## src/sv/fbmt_pkg.sv

```systemverilog
// ============================================================================
// fbmt_pkg
// Shared types and codes for the block-mapped flash translation unit.
// ============================================================================
package fbmt_pkg;

    // Host request beat.
    typedef struct packed {
        logic       opcode;
        logic [5:0] sector_number;
    } req_t;

    // Flash command beat.
    typedef struct packed {
        logic [2:0] action;
        logic [6:0] page_address;
        logic [6:0] source_page;
        logic [4:0] erase_block;
        logic       last;
    } res_t;

    // Classified request passed from the front end to the back end.
    typedef struct packed {
        logic       op;
        logic [5:0] lsn;
        logic [5:0] lbn;
        logic       lbn_ok;
    } job_t;

    typedef enum logic [2:0] {
        ACT_PROGRAM  = 3'd0,
        ACT_COPY     = 3'd1,
        ACT_ERASE    = 3'd2,
        ACT_READ     = 3'd3,
        ACT_NOTFOUND = 3'd4,
        ACT_NOFREE   = 3'd5
    } action_t;

    localparam logic OP_WRITE = 1'b0;
    localparam logic OP_READ  = 1'b1;

endpackage

```

## src/sv/flash_block_map_translator_unit.sv

```systemverilog
// ============================================================================
// flash_block_map_translator_unit
// Block-mapped flash translation: host sector requests in, flash commands out.
// ============================================================================
//
//   Channel   Handshake      Beat type        Direction
//   request   push / full    fbmt_pkg::req_t  host to unit
//   command   pop / empty    fbmt_pkg::res_t  unit to flash sequencer
//
// A read walks the pages of its mapped block. A write may also run the
// one-block-a-cycle free and stale scans, a page walk and a relocation; the
// sector tag memory has one write port and one registered read port. Reset
// clears the map and page flags and marks every block erased at once. A full
// command queue stalls only the sequencer; requests still queue.
//
module flash_block_map_translator_unit #(
    parameter int LOGICAL_BLOCKS    = 16,
    parameter int PHYSICAL_BLOCKS   = 32,
    parameter int PAGES_PER_BLOCK_N = 4
) (
    input  logic           clk,
    input  logic           rst_n,
    input  logic           push,
    output logic           full,
    input  fbmt_pkg::req_t request,
    input  logic           pop,
    output logic           empty,
    output fbmt_pkg::res_t command
);
    import fbmt_pkg::*;

    job_t job_in;
    job_t job_out;
    logic job_push;
    logic job_full;
    logic job_pop;
    logic job_empty;
    res_t res;
    logic res_push;
    logic res_full;

    // Front end: accept and classify.
    fbmt_front #(
        .LOGICAL_BLOCKS    (LOGICAL_BLOCKS),
        .PAGES_PER_BLOCK_N (PAGES_PER_BLOCK_N)
    ) u_front (
        .clk      (clk),
        .rst_n    (rst_n),
        .push     (push),
        .request  (request),
        .full     (full),
        .job_push (job_push),
        .job      (job_in),
        .job_full (job_full)
    );

    // Queue between front and back.
    fbmt_fifo #(
        .WIDTH ($bits(job_t)),
        .DEPTH (2)
    ) u_job_q (
        .clk   (clk),
        .rst_n (rst_n),
        .push  (job_push),
        .wdata (job_in),
        .full  (job_full),
        .pop   (job_pop),
        .rdata (job_out),
        .empty (job_empty)
    );

    // Back end: map upkeep and command generation.
    fbmt_back #(
        .LOGICAL_BLOCKS    (LOGICAL_BLOCKS),
        .PHYSICAL_BLOCKS   (PHYSICAL_BLOCKS),
        .PAGES_PER_BLOCK_N (PAGES_PER_BLOCK_N)
    ) u_back (
        .clk       (clk),
        .rst_n     (rst_n),
        .job_empty (job_empty),
        .job_pop   (job_pop),
        .job       (job_out),
        .res_full  (res_full),
        .res_push  (res_push),
        .res       (res)
    );

    // Command output queue.
    fbmt_fifo #(
        .WIDTH ($bits(res_t)),
        .DEPTH (2)
    ) u_res_q (
        .clk   (clk),
        .rst_n (rst_n),
        .push  (res_push),
        .wdata (res),
        .full  (res_full),
        .pop   (pop),
        .rdata (command),
        .empty (empty)
    );

endmodule

```

## src/sv/fbmt_fifo.sv

```systemverilog
// ============================================================================
// fbmt_fifo
// Small synchronous queue with push/full and pop/empty sides.
// ============================================================================
module fbmt_fifo #(
    parameter int WIDTH = 8,
    parameter int DEPTH = 2
) (
    input  logic             clk,
    input  logic             rst_n,
    input  logic             push,
    input  logic [WIDTH-1:0] wdata,
    output logic             full,
    input  logic             pop,
    output logic [WIDTH-1:0] rdata,
    output logic             empty
);
    localparam int AW = (DEPTH > 1) ? $clog2(DEPTH) : 1;
    localparam int CW = $clog2(DEPTH + 1);

    logic [WIDTH-1:0] mem_reg [DEPTH];
    logic [AW-1:0]    wr_ptr_reg;
    logic [AW-1:0]    rd_ptr_reg;
    logic [CW-1:0]    count_reg;
    logic             do_push;
    logic             do_pop;

    assign full    = (count_reg == CW'(DEPTH));
    assign empty   = (count_reg == '0);
    assign do_push = push && !full;
    assign do_pop  = pop && !empty;
    assign rdata   = mem_reg[rd_ptr_reg];

    // Storage.
    always_ff @(posedge clk)
    begin
        if (do_push)
        begin
            mem_reg[wr_ptr_reg] <= wdata;
        end
    end

    // Pointers and fill count.
    always_ff @(posedge clk or negedge rst_n)
    begin
        if (!rst_n)
        begin
            wr_ptr_reg <= '0;
            rd_ptr_reg <= '0;
            count_reg  <= '0;
        end
        else
        begin
            if (do_push)
            begin
                wr_ptr_reg <= (wr_ptr_reg == AW'(DEPTH - 1)) ? '0 : wr_ptr_reg + 1'b1;
            end
            if (do_pop)
            begin
                rd_ptr_reg <= (rd_ptr_reg == AW'(DEPTH - 1)) ? '0 : rd_ptr_reg + 1'b1;
            end
            if (do_push && !do_pop)
            begin
                count_reg <= count_reg + 1'b1;
            end
            else if (do_pop && !do_push)
            begin
                count_reg <= count_reg - 1'b1;
            end
        end
    end

endmodule

```

## src/sv/fbmt_front.sv

```systemverilog
// ============================================================================
// fbmt_front
// Accepts host requests and classifies them by logical block.
// ============================================================================
module fbmt_front #(
    parameter int LOGICAL_BLOCKS    = 16,
    parameter int PAGES_PER_BLOCK_N = 4
) (
    input  logic          clk,
    input  logic          rst_n,
    input  logic          push,
    input  fbmt_pkg::req_t request,
    output logic          full,
    output logic          job_push,
    output fbmt_pkg::job_t job,
    input  logic          job_full
);
    import fbmt_pkg::*;

    // Sector to logical block lookup, built at elaboration.
    function automatic logic [63:0][5:0] lbn_table();
        logic [63:0][5:0] t;
        int               q;
        int               r;
        q = 0;
        r = 0;
        for (int s = 0; s < 64; s++)
        begin
            t[s] = 6'(q);
            r++;
            if (r == PAGES_PER_BLOCK_N)
            begin
                r = 0;
                q++;
            end
        end
        return t;
    endfunction

    localparam logic [63:0][5:0] LBN_TAB = lbn_table();

    logic valid_reg;
    logic valid_next;
    job_t job_reg;
    job_t job_next;
    logic accept;

    assign full     = valid_reg && job_full;
    assign accept   = push && !full;
    assign job_push = valid_reg && !job_full;
    assign job      = job_reg;

    // Classify the incoming beat.
    always_comb
    begin
        job_next.op     = request.opcode;
        job_next.lsn    = request.sector_number;
        job_next.lbn    = LBN_TAB[request.sector_number];
        job_next.lbn_ok = int'(LBN_TAB[request.sector_number]) < LOGICAL_BLOCKS;
        valid_next      = accept || (valid_reg && job_full);
    end

    always_ff @(posedge clk or negedge rst_n)
    begin
        if (!rst_n)
        begin
            valid_reg <= 1'b0;
        end
        else
        begin
            valid_reg <= valid_next;
        end
    end

    always_ff @(posedge clk)
    begin
        if (accept)
        begin
            job_reg <= job_next;
        end
    end

endmodule

```

## src/sv/fbmt_back.sv

```systemverilog
// ============================================================================
// fbmt_back
// Sequencer that keeps the block map and page metadata and issues commands.
// ============================================================================
module fbmt_back #(
    parameter int LOGICAL_BLOCKS    = 16,
    parameter int PHYSICAL_BLOCKS   = 32,
    parameter int PAGES_PER_BLOCK_N = 4
) (
    input  logic           clk,
    input  logic           rst_n,
    input  logic           job_empty,
    output logic           job_pop,
    input  fbmt_pkg::job_t job,
    input  logic           res_full,
    output logic           res_push,
    output fbmt_pkg::res_t res
);
    import fbmt_pkg::*;

    localparam int NPAGES    = PHYSICAL_BLOCKS * PAGES_PER_BLOCK_N;
    localparam int PGW       = $clog2(NPAGES);
    localparam int BW        = $clog2(PHYSICAL_BLOCKS);
    localparam int PW        = $clog2(PAGES_PER_BLOCK_N);
    localparam int NW        = $clog2(PAGES_PER_BLOCK_N + 1);
    localparam int LBN_SPAN  = 63 / PAGES_PER_BLOCK_N + 1;
    localparam int MAP_DEPTH = (LOGICAL_BLOCKS < LBN_SPAN) ? LOGICAL_BLOCKS : LBN_SPAN;
    localparam int LBW       = (MAP_DEPTH > 1) ? $clog2(MAP_DEPTH) : 1;

    typedef enum logic [13:0] {
        ST_IDLE        = 14'b00000000000001,
        ST_DISPATCH    = 14'b00000000000010,
        ST_SCAN_FREE   = 14'b00000000000100,
        ST_MARK_RD     = 14'b00000000001000,
        ST_MARK_CMP    = 14'b00000000010000,
        ST_COPY_RD     = 14'b00000000100000,
        ST_COPY_WR     = 14'b00000001000000,
        ST_ERASE_OLD   = 14'b00000010000000,
        ST_SCAN_STALE  = 14'b00000100000000,
        ST_ERASE_STALE = 14'b00001000000000,
        ST_PROGRAM     = 14'b00010000000000,
        ST_READ_RD     = 14'b00100000000000,
        ST_READ_CMP    = 14'b01000000000000,
        ST_REPLY       = 14'b10000000000000
    } state_t;

    function automatic logic [PGW-1:0] page_of(input logic [BW-1:0] b, input logic [NW-1:0] p);
        return PGW'(PGW'(b) * PGW'(PAGES_PER_BLOCK_N) + PGW'(p));
    endfunction

    // Control registers.
    state_t         state_reg,  state_next;
    job_t           job_reg,    job_next;
    logic [PW-1:0]  pg_reg,     pg_next;
    logic [BW-1:0]  blk_reg,    blk_next;
    logic [1:0]     nfree_reg,  nfree_next;
    logic [BW-1:0]  free_reg,   free_next;
    logic [BW-1:0]  old_reg,    old_next;
    logic [NW-1:0]  cnt_reg,    cnt_next;
    logic [PGW-1:0] hit_reg,    hit_next;
    logic           found_reg,  found_next;
    logic [2:0]     reply_reg,  reply_next;

    // Map and page metadata.
    logic                 map_present_reg [MAP_DEPTH];
    logic [BW-1:0]        map_block_reg   [MAP_DEPTH];
    logic [NW-1:0]        map_next_reg    [MAP_DEPTH];
    logic [NPAGES-1:0]    tagged_reg;
    logic [NPAGES-1:0]    stale_reg;
    logic [PHYSICAL_BLOCKS-1:0] erased_reg;
    logic [5:0]           tag_mem [NPAGES];
    logic [5:0]           tag_rd_reg;

    // Derived lookups.
    logic [LBW-1:0] lbn_ix;
    logic           cur_present;
    logic [BW-1:0]  cur_blk;
    logic [NW-1:0]  cur_next;
    logic           cur_full;
    logic [PGW-1:0] addr_cur;
    logic [PGW-1:0] addr_src;
    logic [PGW-1:0] addr_dst;
    logic [PGW-1:0] addr_prog;
    logic [PGW-1:0] rd_addr;
    logic           src_valid;
    logic           tag_hit;
    logic           read_hit;
    logic           stale_all;
    logic           pg_last;
    logic           blk_last;
    logic           blk_erased_now;
    logic [1:0]     nfree_scan;
    logic [BW-1:0]  free_scan;
    logic           tag_we;
    logic [PGW-1:0] tag_wa;
    logic [5:0]     tag_wd;
    logic [31:0]    pa_wide;
    logic [31:0]    sp_wide;
    logic [31:0]    eb_wide;

    assign lbn_ix      = LBW'(job_reg.lbn);
    assign cur_present = map_present_reg[lbn_ix];
    assign cur_blk     = map_block_reg[lbn_ix];
    assign cur_next    = map_next_reg[lbn_ix];
    assign cur_full    = cur_next >= NW'(PAGES_PER_BLOCK_N);
    assign addr_cur    = page_of(cur_blk, NW'(pg_reg));
    assign addr_src    = page_of(old_reg, NW'(pg_reg));
    assign addr_dst    = page_of(free_reg, cnt_reg);
    assign addr_prog   = page_of(cur_blk, cur_next);
    assign src_valid   = tagged_reg[addr_src] && !stale_reg[addr_src];
    assign tag_hit     = tagged_reg[addr_cur] && (tag_rd_reg == job_reg.lsn);
    assign read_hit    = tag_hit && !stale_reg[addr_cur];
    assign stale_all   = &stale_reg[page_of(blk_reg, NW'(0)) +: PAGES_PER_BLOCK_N];
    assign pg_last     = (pg_reg == PW'(PAGES_PER_BLOCK_N - 1));
    assign blk_last    = (blk_reg == BW'(PHYSICAL_BLOCKS - 1));

    // Free block scan step: first erased block and a saturating count.
    assign blk_erased_now = erased_reg[blk_reg];
    assign nfree_scan = (blk_erased_now && nfree_reg != 2'd2) ? nfree_reg + 2'd1 : nfree_reg;
    assign free_scan  = (blk_erased_now && nfree_reg == 2'd0) ? blk_reg : free_reg;

    // Sector tag store: one write and one registered read a cycle.
    assign rd_addr = (state_reg == ST_COPY_RD || state_reg == ST_COPY_WR) ? addr_src : addr_cur;
    assign tag_we  = ((state_reg == ST_COPY_WR) || (state_reg == ST_PROGRAM)) && !res_full;
    assign tag_wa  = (state_reg == ST_COPY_WR) ? addr_dst : addr_prog;
    assign tag_wd  = (state_reg == ST_COPY_WR) ? tag_rd_reg : job_reg.lsn;

    always_ff @(posedge clk)
    begin
        tag_rd_reg <= tag_mem[rd_addr];
        if (tag_we)
        begin
            tag_mem[tag_wa] <= tag_wd;
        end
    end

    // Sequencer next state.
    always_comb
    begin
        state_next = state_reg;
        job_next   = job_reg;
        pg_next    = pg_reg;
        blk_next   = blk_reg;
        nfree_next = nfree_reg;
        free_next  = free_reg;
        old_next   = old_reg;
        cnt_next   = cnt_reg;
        hit_next   = hit_reg;
        found_next = found_reg;
        reply_next = reply_reg;
        job_pop    = 1'b0;
        unique case (state_reg)
            ST_IDLE:
            begin
                if (!job_empty)
                begin
                    job_pop    = 1'b1;
                    job_next   = job;
                    pg_next    = '0;
                    blk_next   = '0;
                    nfree_next = '0;
                    cnt_next   = '0;
                    hit_next   = '0;
                    found_next = 1'b0;
                    state_next = ST_DISPATCH;
                end
            end
            ST_DISPATCH:
            begin
                if (job_reg.op == OP_READ)
                begin
                    if (!job_reg.lbn_ok || !cur_present)
                    begin
                        reply_next = ACT_NOTFOUND;
                        state_next = ST_REPLY;
                    end
                    else
                    begin
                        state_next = ST_READ_RD;
                    end
                end
                else if (!job_reg.lbn_ok)
                begin
                    reply_next = ACT_NOFREE;
                    state_next = ST_REPLY;
                end
                else if (!cur_present || cur_full)
                begin
                    state_next = ST_SCAN_FREE;
                end
                else
                begin
                    state_next = ST_MARK_RD;
                end
            end
            ST_SCAN_FREE:
            begin
                nfree_next = nfree_scan;
                free_next  = free_scan;
                if (blk_last)
                begin
                    blk_next = '0;
                    if (nfree_scan == 2'd0)
                    begin
                        reply_next = ACT_NOFREE;
                        state_next = ST_REPLY;
                    end
                    else
                    begin
                        state_next = ST_MARK_RD;
                    end
                end
                else
                begin
                    blk_next = blk_reg + 1'b1;
                end
            end
            ST_MARK_RD:
            begin
                state_next = ST_MARK_CMP;
            end
            ST_MARK_CMP:
            begin
                if (pg_last)
                begin
                    pg_next = '0;
                    if (cur_full)
                    begin
                        cnt_next   = '0;
                        old_next   = cur_blk;
                        state_next = ST_COPY_RD;
                    end
                    else
                    begin
                        state_next = ST_PROGRAM;
                    end
                end
                else
                begin
                    pg_next    = pg_reg + 1'b1;
                    state_next = ST_MARK_RD;
                end
            end
            ST_COPY_RD:
            begin
                if (src_valid)
                begin
                    state_next = ST_COPY_WR;
                end
                else if (pg_last)
                begin
                    pg_next    = '0;
                    state_next = ST_ERASE_OLD;
                end
                else
                begin
                    pg_next = pg_reg + 1'b1;
                end
            end
            ST_COPY_WR:
            begin
                if (!res_full)
                begin
                    cnt_next = cnt_reg + 1'b1;
                    if (pg_last)
                    begin
                        pg_next    = '0;
                        state_next = ST_ERASE_OLD;
                    end
                    else
                    begin
                        pg_next    = pg_reg + 1'b1;
                        state_next = ST_COPY_RD;
                    end
                end
            end
            ST_ERASE_OLD:
            begin
                if (!res_full)
                begin
                    blk_next   = '0;
                    state_next = (nfree_reg <= 2'd1) ? ST_SCAN_STALE : ST_PROGRAM;
                end
            end
            ST_SCAN_STALE:
            begin
                if (stale_all)
                begin
                    state_next = ST_ERASE_STALE;
                end
                else if (blk_last)
                begin
                    state_next = ST_PROGRAM;
                end
                else
                begin
                    blk_next = blk_reg + 1'b1;
                end
            end
            ST_ERASE_STALE:
            begin
                if (!res_full)
                begin
                    state_next = ST_PROGRAM;
                end
            end
            ST_PROGRAM:
            begin
                if (!res_full)
                begin
                    state_next = ST_IDLE;
                end
            end
            ST_READ_RD:
            begin
                state_next = ST_READ_CMP;
            end
            ST_READ_CMP:
            begin
                if (read_hit)
                begin
                    hit_next   = addr_cur;
                    found_next = 1'b1;
                end
                if (pg_last)
                begin
                    pg_next    = '0;
                    reply_next = (found_reg || read_hit) ? ACT_READ : ACT_NOTFOUND;
                    state_next = ST_REPLY;
                end
                else
                begin
                    pg_next    = pg_reg + 1'b1;
                    state_next = ST_READ_RD;
                end
            end
            ST_REPLY:
            begin
                if (!res_full)
                begin
                    state_next = ST_IDLE;
                end
            end
            default:
            begin
                state_next = ST_IDLE;
            end
        endcase
    end

    always_ff @(posedge clk or negedge rst_n)
    begin
        if (!rst_n)
        begin
            state_reg <= ST_IDLE;
        end
        else
        begin
            state_reg <= state_next;
        end
    end

    always_ff @(posedge clk)
    begin
        job_reg   <= job_next;
        pg_reg    <= pg_next;
        blk_reg   <= blk_next;
        nfree_reg <= nfree_next;
        free_reg  <= free_next;
        old_reg   <= old_next;
        cnt_reg   <= cnt_next;
        hit_reg   <= hit_next;
        found_reg <= found_next;
        reply_reg <= reply_next;
    end

    // Map, page flags and erased flags.
    always_ff @(posedge clk or negedge rst_n)
    begin
        if (!rst_n)
        begin
            for (int i = 0; i < MAP_DEPTH; i++)
            begin
                map_present_reg[i] <= 1'b0;
                map_block_reg[i]   <= '0;
                map_next_reg[i]    <= '0;
            end
            tagged_reg <= '0;
            stale_reg  <= '0;
            erased_reg <= '1;
        end
        else
        begin
            unique case (state_reg)
                ST_SCAN_FREE:
                begin
                    if (blk_last && nfree_scan != 2'd0 && !cur_present)
                    begin
                        map_present_reg[lbn_ix] <= 1'b1;
                        map_block_reg[lbn_ix]   <= free_scan;
                        map_next_reg[lbn_ix]    <= '0;
                    end
                end
                ST_MARK_CMP:
                begin
                    if (tag_hit)
                    begin
                        stale_reg[addr_cur] <= 1'b1;
                    end
                    if (pg_last && cur_full)
                    begin
                        map_block_reg[lbn_ix] <= free_reg;
                    end
                end
                ST_COPY_WR:
                begin
                    if (!res_full)
                    begin
                        tagged_reg[addr_dst] <= 1'b1;
                        stale_reg[addr_dst]  <= 1'b0;
                        stale_reg[addr_src]  <= 1'b1;
                        erased_reg[free_reg] <= 1'b0;
                    end
                end
                ST_ERASE_OLD:
                begin
                    if (!res_full)
                    begin
                        tagged_reg[page_of(old_reg, NW'(0)) +: PAGES_PER_BLOCK_N] <= '0;
                        stale_reg[page_of(old_reg, NW'(0)) +: PAGES_PER_BLOCK_N]  <= '0;
                        erased_reg[old_reg]  <= 1'b1;
                        map_next_reg[lbn_ix] <= cnt_reg;
                    end
                end
                ST_ERASE_STALE:
                begin
                    if (!res_full)
                    begin
                        tagged_reg[page_of(blk_reg, NW'(0)) +: PAGES_PER_BLOCK_N] <= '0;
                        stale_reg[page_of(blk_reg, NW'(0)) +: PAGES_PER_BLOCK_N]  <= '0;
                        erased_reg[blk_reg] <= 1'b1;
                    end
                end
                ST_PROGRAM:
                begin
                    if (!res_full)
                    begin
                        tagged_reg[addr_prog] <= 1'b1;
                        stale_reg[addr_prog]  <= 1'b0;
                        erased_reg[cur_blk]   <= 1'b0;
                        map_next_reg[lbn_ix]  <= cur_next + 1'b1;
                    end
                end
                default:
                begin
                end
            endcase
        end
    end

    // Command beat assembly.
    always_comb
    begin
        res      = '0;
        res_push = 1'b0;
        pa_wide  = '0;
        sp_wide  = '0;
        eb_wide  = '0;
        unique case (state_reg)
            ST_COPY_WR:
            begin
                res_push   = !res_full;
                res.action = ACT_COPY;
                pa_wide    = 32'(addr_dst);
                sp_wide    = 32'(addr_src);
            end
            ST_ERASE_OLD:
            begin
                res_push   = !res_full;
                res.action = ACT_ERASE;
                eb_wide    = 32'(old_reg);
            end
            ST_ERASE_STALE:
            begin
                res_push   = !res_full;
                res.action = ACT_ERASE;
                eb_wide    = 32'(blk_reg);
            end
            ST_PROGRAM:
            begin
                res_push   = !res_full;
                res.action = ACT_PROGRAM;
                res.last   = 1'b1;
                pa_wide    = 32'(addr_prog);
            end
            ST_REPLY:
            begin
                res_push   = !res_full;
                res.action = reply_reg;
                res.last   = 1'b1;
                pa_wide    = (reply_reg == ACT_READ) ? 32'(hit_reg) : '0;
            end
            default:
            begin
            end
        endcase
        res.page_address = pa_wide[6:0];
        res.source_page  = sp_wide[6:0];
        res.erase_block  = eb_wide[4:0];
    end

endmodule

```

## config.mk

```make
export PLATFORM = sky130hd
export DESIGN_NAME = flash_block_map_translator_unit
export DESIGN_NICKNAME = d
export VERILOG_FILES = /design/src/sv/fbmt_pkg.sv /design/src/sv/flash_block_map_translator_unit.sv /design/src/sv/fbmt_fifo.sv /design/src/sv/fbmt_front.sv /design/src/sv/fbmt_back.sv
export SDC_FILE = /design/constraint.sdc
export NUM_CORES = 2
export LEC_CHECK = 0
export BUFFER_PORTS_ARGS = -buffer_cell sky130_fd_sc_hd__buf_2
export CAP_MARGIN = 20
export CORE_ASPECT_RATIO = 2
export CORE_MARGIN = 2
export CORE_UTILIZATION = 50
export CTS_CLUSTER_DIAMETER = 120
export DETAILED_ROUTE_END_ITERATION = 7
export MAX_ROUTING_LAYER = met4
export PLACE_DENSITY = 0.72
export RECOVER_POWER = 100
export SETUP_SLACK_MARGIN = 0.4
export SYNTH_ARGS = -nofsm -noshare
export SYNTH_HDL_FRONTEND = slang
export SYNTH_SLANG_ARGS = --single-unit
```

## constraint.sdc

```tcl
create_clock -name clk -period 8.95 [get_ports clk]
set_input_delay 0.895 -clock clk [delete_from_list [all_inputs] [get_ports clk]]
set_output_delay 0.895 -clock clk [all_outputs]
set_load 0.01 [all_outputs]
```

# After elaboration in Yosys (flattened, before gate mapping)
# Memory sizes are Yosys's and may differ from the RTL's. A register that Yosys moved wholly into a read port is not among the register bits.
# Index checks and enable logic that the tools add are counted.
[totals]
reg_bits = 502
mem_bits_rw = 842
romBits = 384
out_inout_bits = 25
memories = 4
[memory_table]
columns = ["memory", "depth", "width", "rd", "rd_ports_with_merged_regs", "wr", "line_no", "text"]
rows = [
  ["u_back.tag_mem", 128, 6, 1, 1, 1, "fbmt_back.sv:71", "logic [5:0] tag_mem [NPAGES];"],
  ["(no name shown)", 64, 6, 1, 0, 0, "fbmt_front.sv:58", "job_next.lbn = LBN_TAB[request.sector_number];"],
  ["u_res_q.mem_reg", 2, 23, 1, 0, 1, "fbmt_fifo.sv:21", "logic [WIDTH-1:0] mem_reg [DEPTH];"],
  ["u_job_q.mem_reg", 2, 14, 1, 1, 1, "fbmt_fifo.sv:21", ""],
]
[classes]
n_addsub = 19
order_cmp = 22
eq_ne = 43
n_shift = 5
n_mux = 153
bitwise = 19
reduce_logical = 84
[op_table]
columns = ["op", "count"]
rows = [
  ["128-bit two-way mux", 9],
  ["128-bit one-hot mux with 5 select lines", 1],
  ["128-bit bitwise mux", 4],
  ["128-bit OR", 4],
  ["128-bit one-hot mux with 4 select lines", 1],
  ["128-bit bitwise AND", 2],
  ["128-bit inverter", 2],
  ["4-bit by 9-bit variable shift with 128-bit output (first input constant)", 2],
  ["4-bit by 9-bit indexed part select with 128-bit output (first input constant)", 2],
  ["14-bit two-way mux", 15],
  ["14-bit one-hot mux with 13 select lines", 1],
  ["80-bit bitwise mux", 2],
  ["80-bit two-way mux", 2],
  ["80-bit one-hot mux with 2 select lines", 1],
  ["48-bit two-way mux", 3],
  ["48-bit one-hot mux with 3 select lines", 1],
  ["32-bit two-way mux", 4],
  ["32-bit one-hot mux with 4 select lines", 1],
  ["128-bit by 8-bit indexed part select with 4-bit output", 1],
  ["48-bit bitwise mux", 2],
  ["32-bit bitwise AND", 2],
  ["32-bit inverter", 2],
  ["32-bit OR", 2],
  ["48-bit bitwise AND", 1],
  ["88 further kinds", 278],
]

# Longest topological paths before layout
[depth]
depth_word = 13
ltp_mapped = 18

# Modules after synthesis
# A second synthesis with hierarchy kept.
[hier_totals]
cells_unflattened = 5578
area_unflattened_um2 = 66247.3
[modules_own_cells]
columns = ["module", "n_inst", "cells_each", "area_per_inst_um2"]
rows = [
  ["fbmt_back", 1, 5403, 62700.1],
  ["fbmt_fifo (u_res_q)", 1, 91, 1959.4],
  ["fbmt_fifo (u_job_q)", 1, 63, 1260.0],
  ["fbmt_front", 1, 21, 327.8],
]

# Worst setup path before layout
# No wires, ideal clock.
[synth_timing]
kind = "register -> register"
from = "register u_back.state_reg[0]"
to = "memory u_back.tag_mem[0][4] (data pin)"
setup_ns = 1.197
arrival_time_ns = 6.774
required_time_ns = 7.753
setup_slack_ns = 0.978
stages_incl_launch_ff = 10
n_path_buf = 4
period_less_slack_ns = 7.972
path_cell_list = "dfstp_2 or4_1 nor2_1 nand2_1 nor3b_1 buf_2 buf_1 clkbuf_1 clkbuf_1 o21ai_0"
[synth_between]
elab_chain_len = 2
[synth_lines]
columns = ["element", "line_no", "text"]
rows = [
  ["from (decl)", "fbmt_back.sv:52", "state_t state_reg, state_next;"],
  ["from (signal assigned)", "fbmt_back.sv:359", "state_reg <= state_next;"],
  ["14-bit by 7-bit == test with 1-bit output", "fbmt_back.sv:126", "assign tag_wd = (state_reg == ST_COPY_WR) ? tag_rd_reg : job_reg.lsn;"],
  ["6-bit two-way mux", "fbmt_back.sv:126", ""],
  ["net u_back.tag_wd[4]", "fbmt_back.sv:96", "logic [5:0] tag_wd;"],
  ["to (decl)", "fbmt_back.sv:71", ""],
]
# The timed path passes the listed nets, and every way through them passes these cells.

==> impl_metrics.json <==
{
  "worst_path_max_delay_cell": "clkbuf_1",
  "synthCells": 5748,
  "pwr-share-seq_pct": 40.6,
  "yosysMostFrequentCell": "edfxtp_1",
  "max_clock_freq_mhz": 132,
  "vias": 52900,
  "p_clk_share_pct": 28.3,
  "avgRoutedWirePerCell_um": 36.1,
  "cts_num_sinks": 1336,
  "cts_root_buffer": "clkbuf_16",
  "clkTransAtPathRegs_ns": 0.07,
  "status": "finished, violations left",
  "worstMarginPinSlew_ns": 3.87,
  "dominantRegCellSynth": "edfxtp_1",
  "arrival_ns": 7.92,
  "clock_path_buffers": 3,
  "skew_ns": 0.0536,
  "hold_path_class": "input pin to asynchronous set/reset pin",
  "cts-resized-gates": 0,
  "path_cells": "clkbuf_1, mux4_2, mux2_2, nand2_1, o21a_1, inv_1, a21boi_0, nor2_1, nand2_1, clkbuf_1, nor2_1",
  "holdWs_ns": 0.199,
  "p_switching_w": 0.00706,
  "period_share_pct": 84.7,
  "drt-pass1-iter-count": 8,
  "ys_types": 95,
  "fp.dieW_um": 261,
  "crit_path_end_kind": "flop",
  "synth_seq_cells": 1336,
  "fillCellCount": 11100,
  "power_frac_comb_pct": 31.1,
  "overflow": 0,
  "final_area_mm2": 0.0715,
  "cts_inserted_buffers": 115,
  "r2r_slack_ns": 1.37,
  "critPathMaxFanout": 28,
  "tritoncts": "yes",
  "synthTopCellsByCount": "edfxtp_1, nand2_1, a21oi_1",
  "place_congestion": 1.10,
  "drt.antenna.violating_nets": 0,
  "rsz0062_at_grt": "false",
  "dp_hpwl_um": 182000,
  "hold_viol": 0,
  "wl_um": 269000,
  "ctsHoldBuffers": 0,
  "synthArstFlopShare_pct": 34.1,
  "syn2layout_area_growth_pct": 8.67,
  "drv_cap": 23,
  "drive_gt1_share_pct": 12.3,
  "required_ns": 9.28,
  "syn_nets": 5786,
  "fin_crit_ns": 7.58,
  "core_area_mm2": 0.131,
  "critPathMaxStageDelay_ns": 1.45,
  "syn_avg_cell_area_um2": 11.4,
  "seq_area_frac_synth_pct": 57.5,
  "ir_worst_vdd_v": 0.000253,
  "relSlewSlack_pct": -158,
  "io_pins": 36,
  "yosysTopAreaCell": "edfxtp_1",
  "intPower_w": 0.0117,
  "track_usage_pct": 41.3,
  "postCtsSetupRepairBufs": 0,
  "synth.yosys.warnings": 0,
  "syn_area_mm2": 0.0658,
  "leakage_nw": 25.0,
  "finalMaxSlewViolations": 1110,
  "powerDensity_mw_per_mm2": 262,
  "dieArea_mm2": 0.135,
  "synth_edf_count": 875,
  "port_buffers": 35,
  "grt_pass1_vias": 52700,
  "grt_start_max_net_pins": 146,
  "fin_nets": 5651,
  "start_kind": "flop",
  "fp.dieH_um": 517,
  "failed_checks": "DRC, capacitance limit, slew limit",
  "antenna_found_initial": 12,
  "setup_viol_count_final": 0,
  "yosysTopAreaCellShare_pct": 39.9,
  "route.detailed.drc": 4,
  "swShare_pct": 37.7,
  "synth.area.top_cells": "edfxtp_1, dfrtp_1, mux4_2, a21oi_1, o21ai_0",
  "std_cell_rows": 188,
  "worstSetupPathType": "flop to flop",
  "placed_cell_area_mm2": 0.0677,
  "start_util_pct": 50.3,
  "fin_setup_tns_ns": 0,
  "largest_register_ffs": 768,
  "viasPerCell": 7.11,
  "clkLatencyLatePin_ns": 0.79,
  "grt_pass1_wl_um": 380000,
  "drt_iter0_drc": 7100,
  "htree_num_levels": 3
}
[stage by stage]
stage | worst slack (ns) | power (W) | util (%) | instances
after floorplan | 0.978 | 0.0109 | - | 5748
after global placement | 2.48 | 0.0132 | 51.7 | 7190
after detailed placement | 2.71 | 0.0133 | 51.7 | 7197
after CTS | 2.68 | 0.0185 | 54.8 | 7415
after global routing | 1.20 | 0.0191 | 54.7 | 7437
final | 1.37 | 0.0187 | 54.7 | 7444
[worst paths after layout]
path / startpoint / to / cells past startpoint
setup / recovery: u_back.job_reg[10] / u_back.tag_mem[15][3] / 11
hold / removal: rst_n / u_res_q.rd_ptr_reg / 1
setup reg to reg: u_back.job_reg[10] / u_back.tag_mem[15][3] / 11
hold reg to reg: u_front.job[10] / u_job_q.mem_reg[0][10] / 0
max in group asynchronous: rst_n / u_back.stale_reg[23] / 3
min in group clk: request[2] / u_front.job[9] / 1
[cell families (layout without fill, tap and decap cells)]
logic type	after synthesis	count (layout)	share of synthesized area (%)
multiplexers	344	344	9.64
AND/OR/NAND/NOR	1637	1637	11.3
other	0	20	0
XOR/XNOR	37	37	0.504
adder cells (fa/ha/maj)	27	27	0.513
AO/OA/AOI/OAI	1874	1874	17.4
buffers and inverters	493	459	3.21
flip-flops	1336	1336	57.5
[critical path: cells and delay by family, from the launching register on]
family	cells	cell delay, ns
buffers and inverters	3	3.20
AOI/OAI and AO/OA	2	1.41
and+or+nand+nor	4	0.90
DFF	1	0.85
muxes	2	0.73
[power by group through the flow]
stage / Clock, W / Combinational (W) / Sequential, W
3_3_place_gp: 0 / 0.00554 / 0.00767
3_5_place_dp: 0 / 0.00560 / 0.00768
4_1_cts: 0.00531 / 0.00562 / 0.00755
6_report: 0.00530 / 0.00582 / 0.00759
2_1_floorplan: 0 / 0.00324 / 0.00764
5_1_grt: 0.00554 / 0.00592 / 0.00761
[layout by cell type, fill, tap and decap left out, types with 17 or more instances in the layout]
master | Yosys | routed
a211oi_1 | 65 | 67
a21o_1 | 46 | 45
a21oi_1 | 551 | 550
a22o_1 | 113 | 113
a22oi_1 | 25 | 25
a2bb2oi_1 | 48 | 48
a31oi_1 | 37 | 37
and2_0 | 4 | 19
buf_2 | 99 | 17
buf_4 | 22 | 111
clkbuf_1 | 284 | 60
clkbuf_16 | 0 | 117
clkinv_2 | 0 | 17
dfrtp_1 | 422 | 422
dfstp_2 | 33 | 33
diode_2 | 0 | 20
edfxtp_1 | 875 | 875
ha_1 | 27 | 27
inv_1 | 47 | 50
mux2_2 | 46 | 36
mux2i_1 | 71 | 71
mux4_2 | 226 | 226
nand2_1 | 660 | 655
nand2b_1 | 35 | 35
nand3_1 | 205 | 205
nand4_1 | 39 | 39
nor2_1 | 420 | 406
nor2_2 | 5 | 17
nor2b_1 | 56 | 55
nor3_1 | 41 | 42
nor3b_1 | 31 | 31
o211ai_1 | 125 | 125
o21ai_0 | 502 | 562
o22ai_1 | 163 | 163
xnor2_1 | 20 | 17
[final cells by class]
class                      count  area (µm²)  area share (%)
clock inverter                67         787            1.10
timing repair buffer         189        1330            1.86
tap                         1710        2140            2.99
clock buffer                 151        3190            4.46
multi-input combinational   3919       26000            36.3
sequential                  1336       37800            52.9
inverter                      52         195           0.273
antenna                       20        50.0          0.0700
[metal layers]
metal | part of all wire (%) | GRT usage (%) | vias to the layer above
met5 | 0 | - | -
met4 | 13 | 40.5 | 0
met3 | 9.1 | 11.0 | 1466
met2 | 48 | 64.7 | 3761
met1 | 30 | 40.8 | 26100
li1 | - | - | 21600
Power figures use the tool's default switching activity.
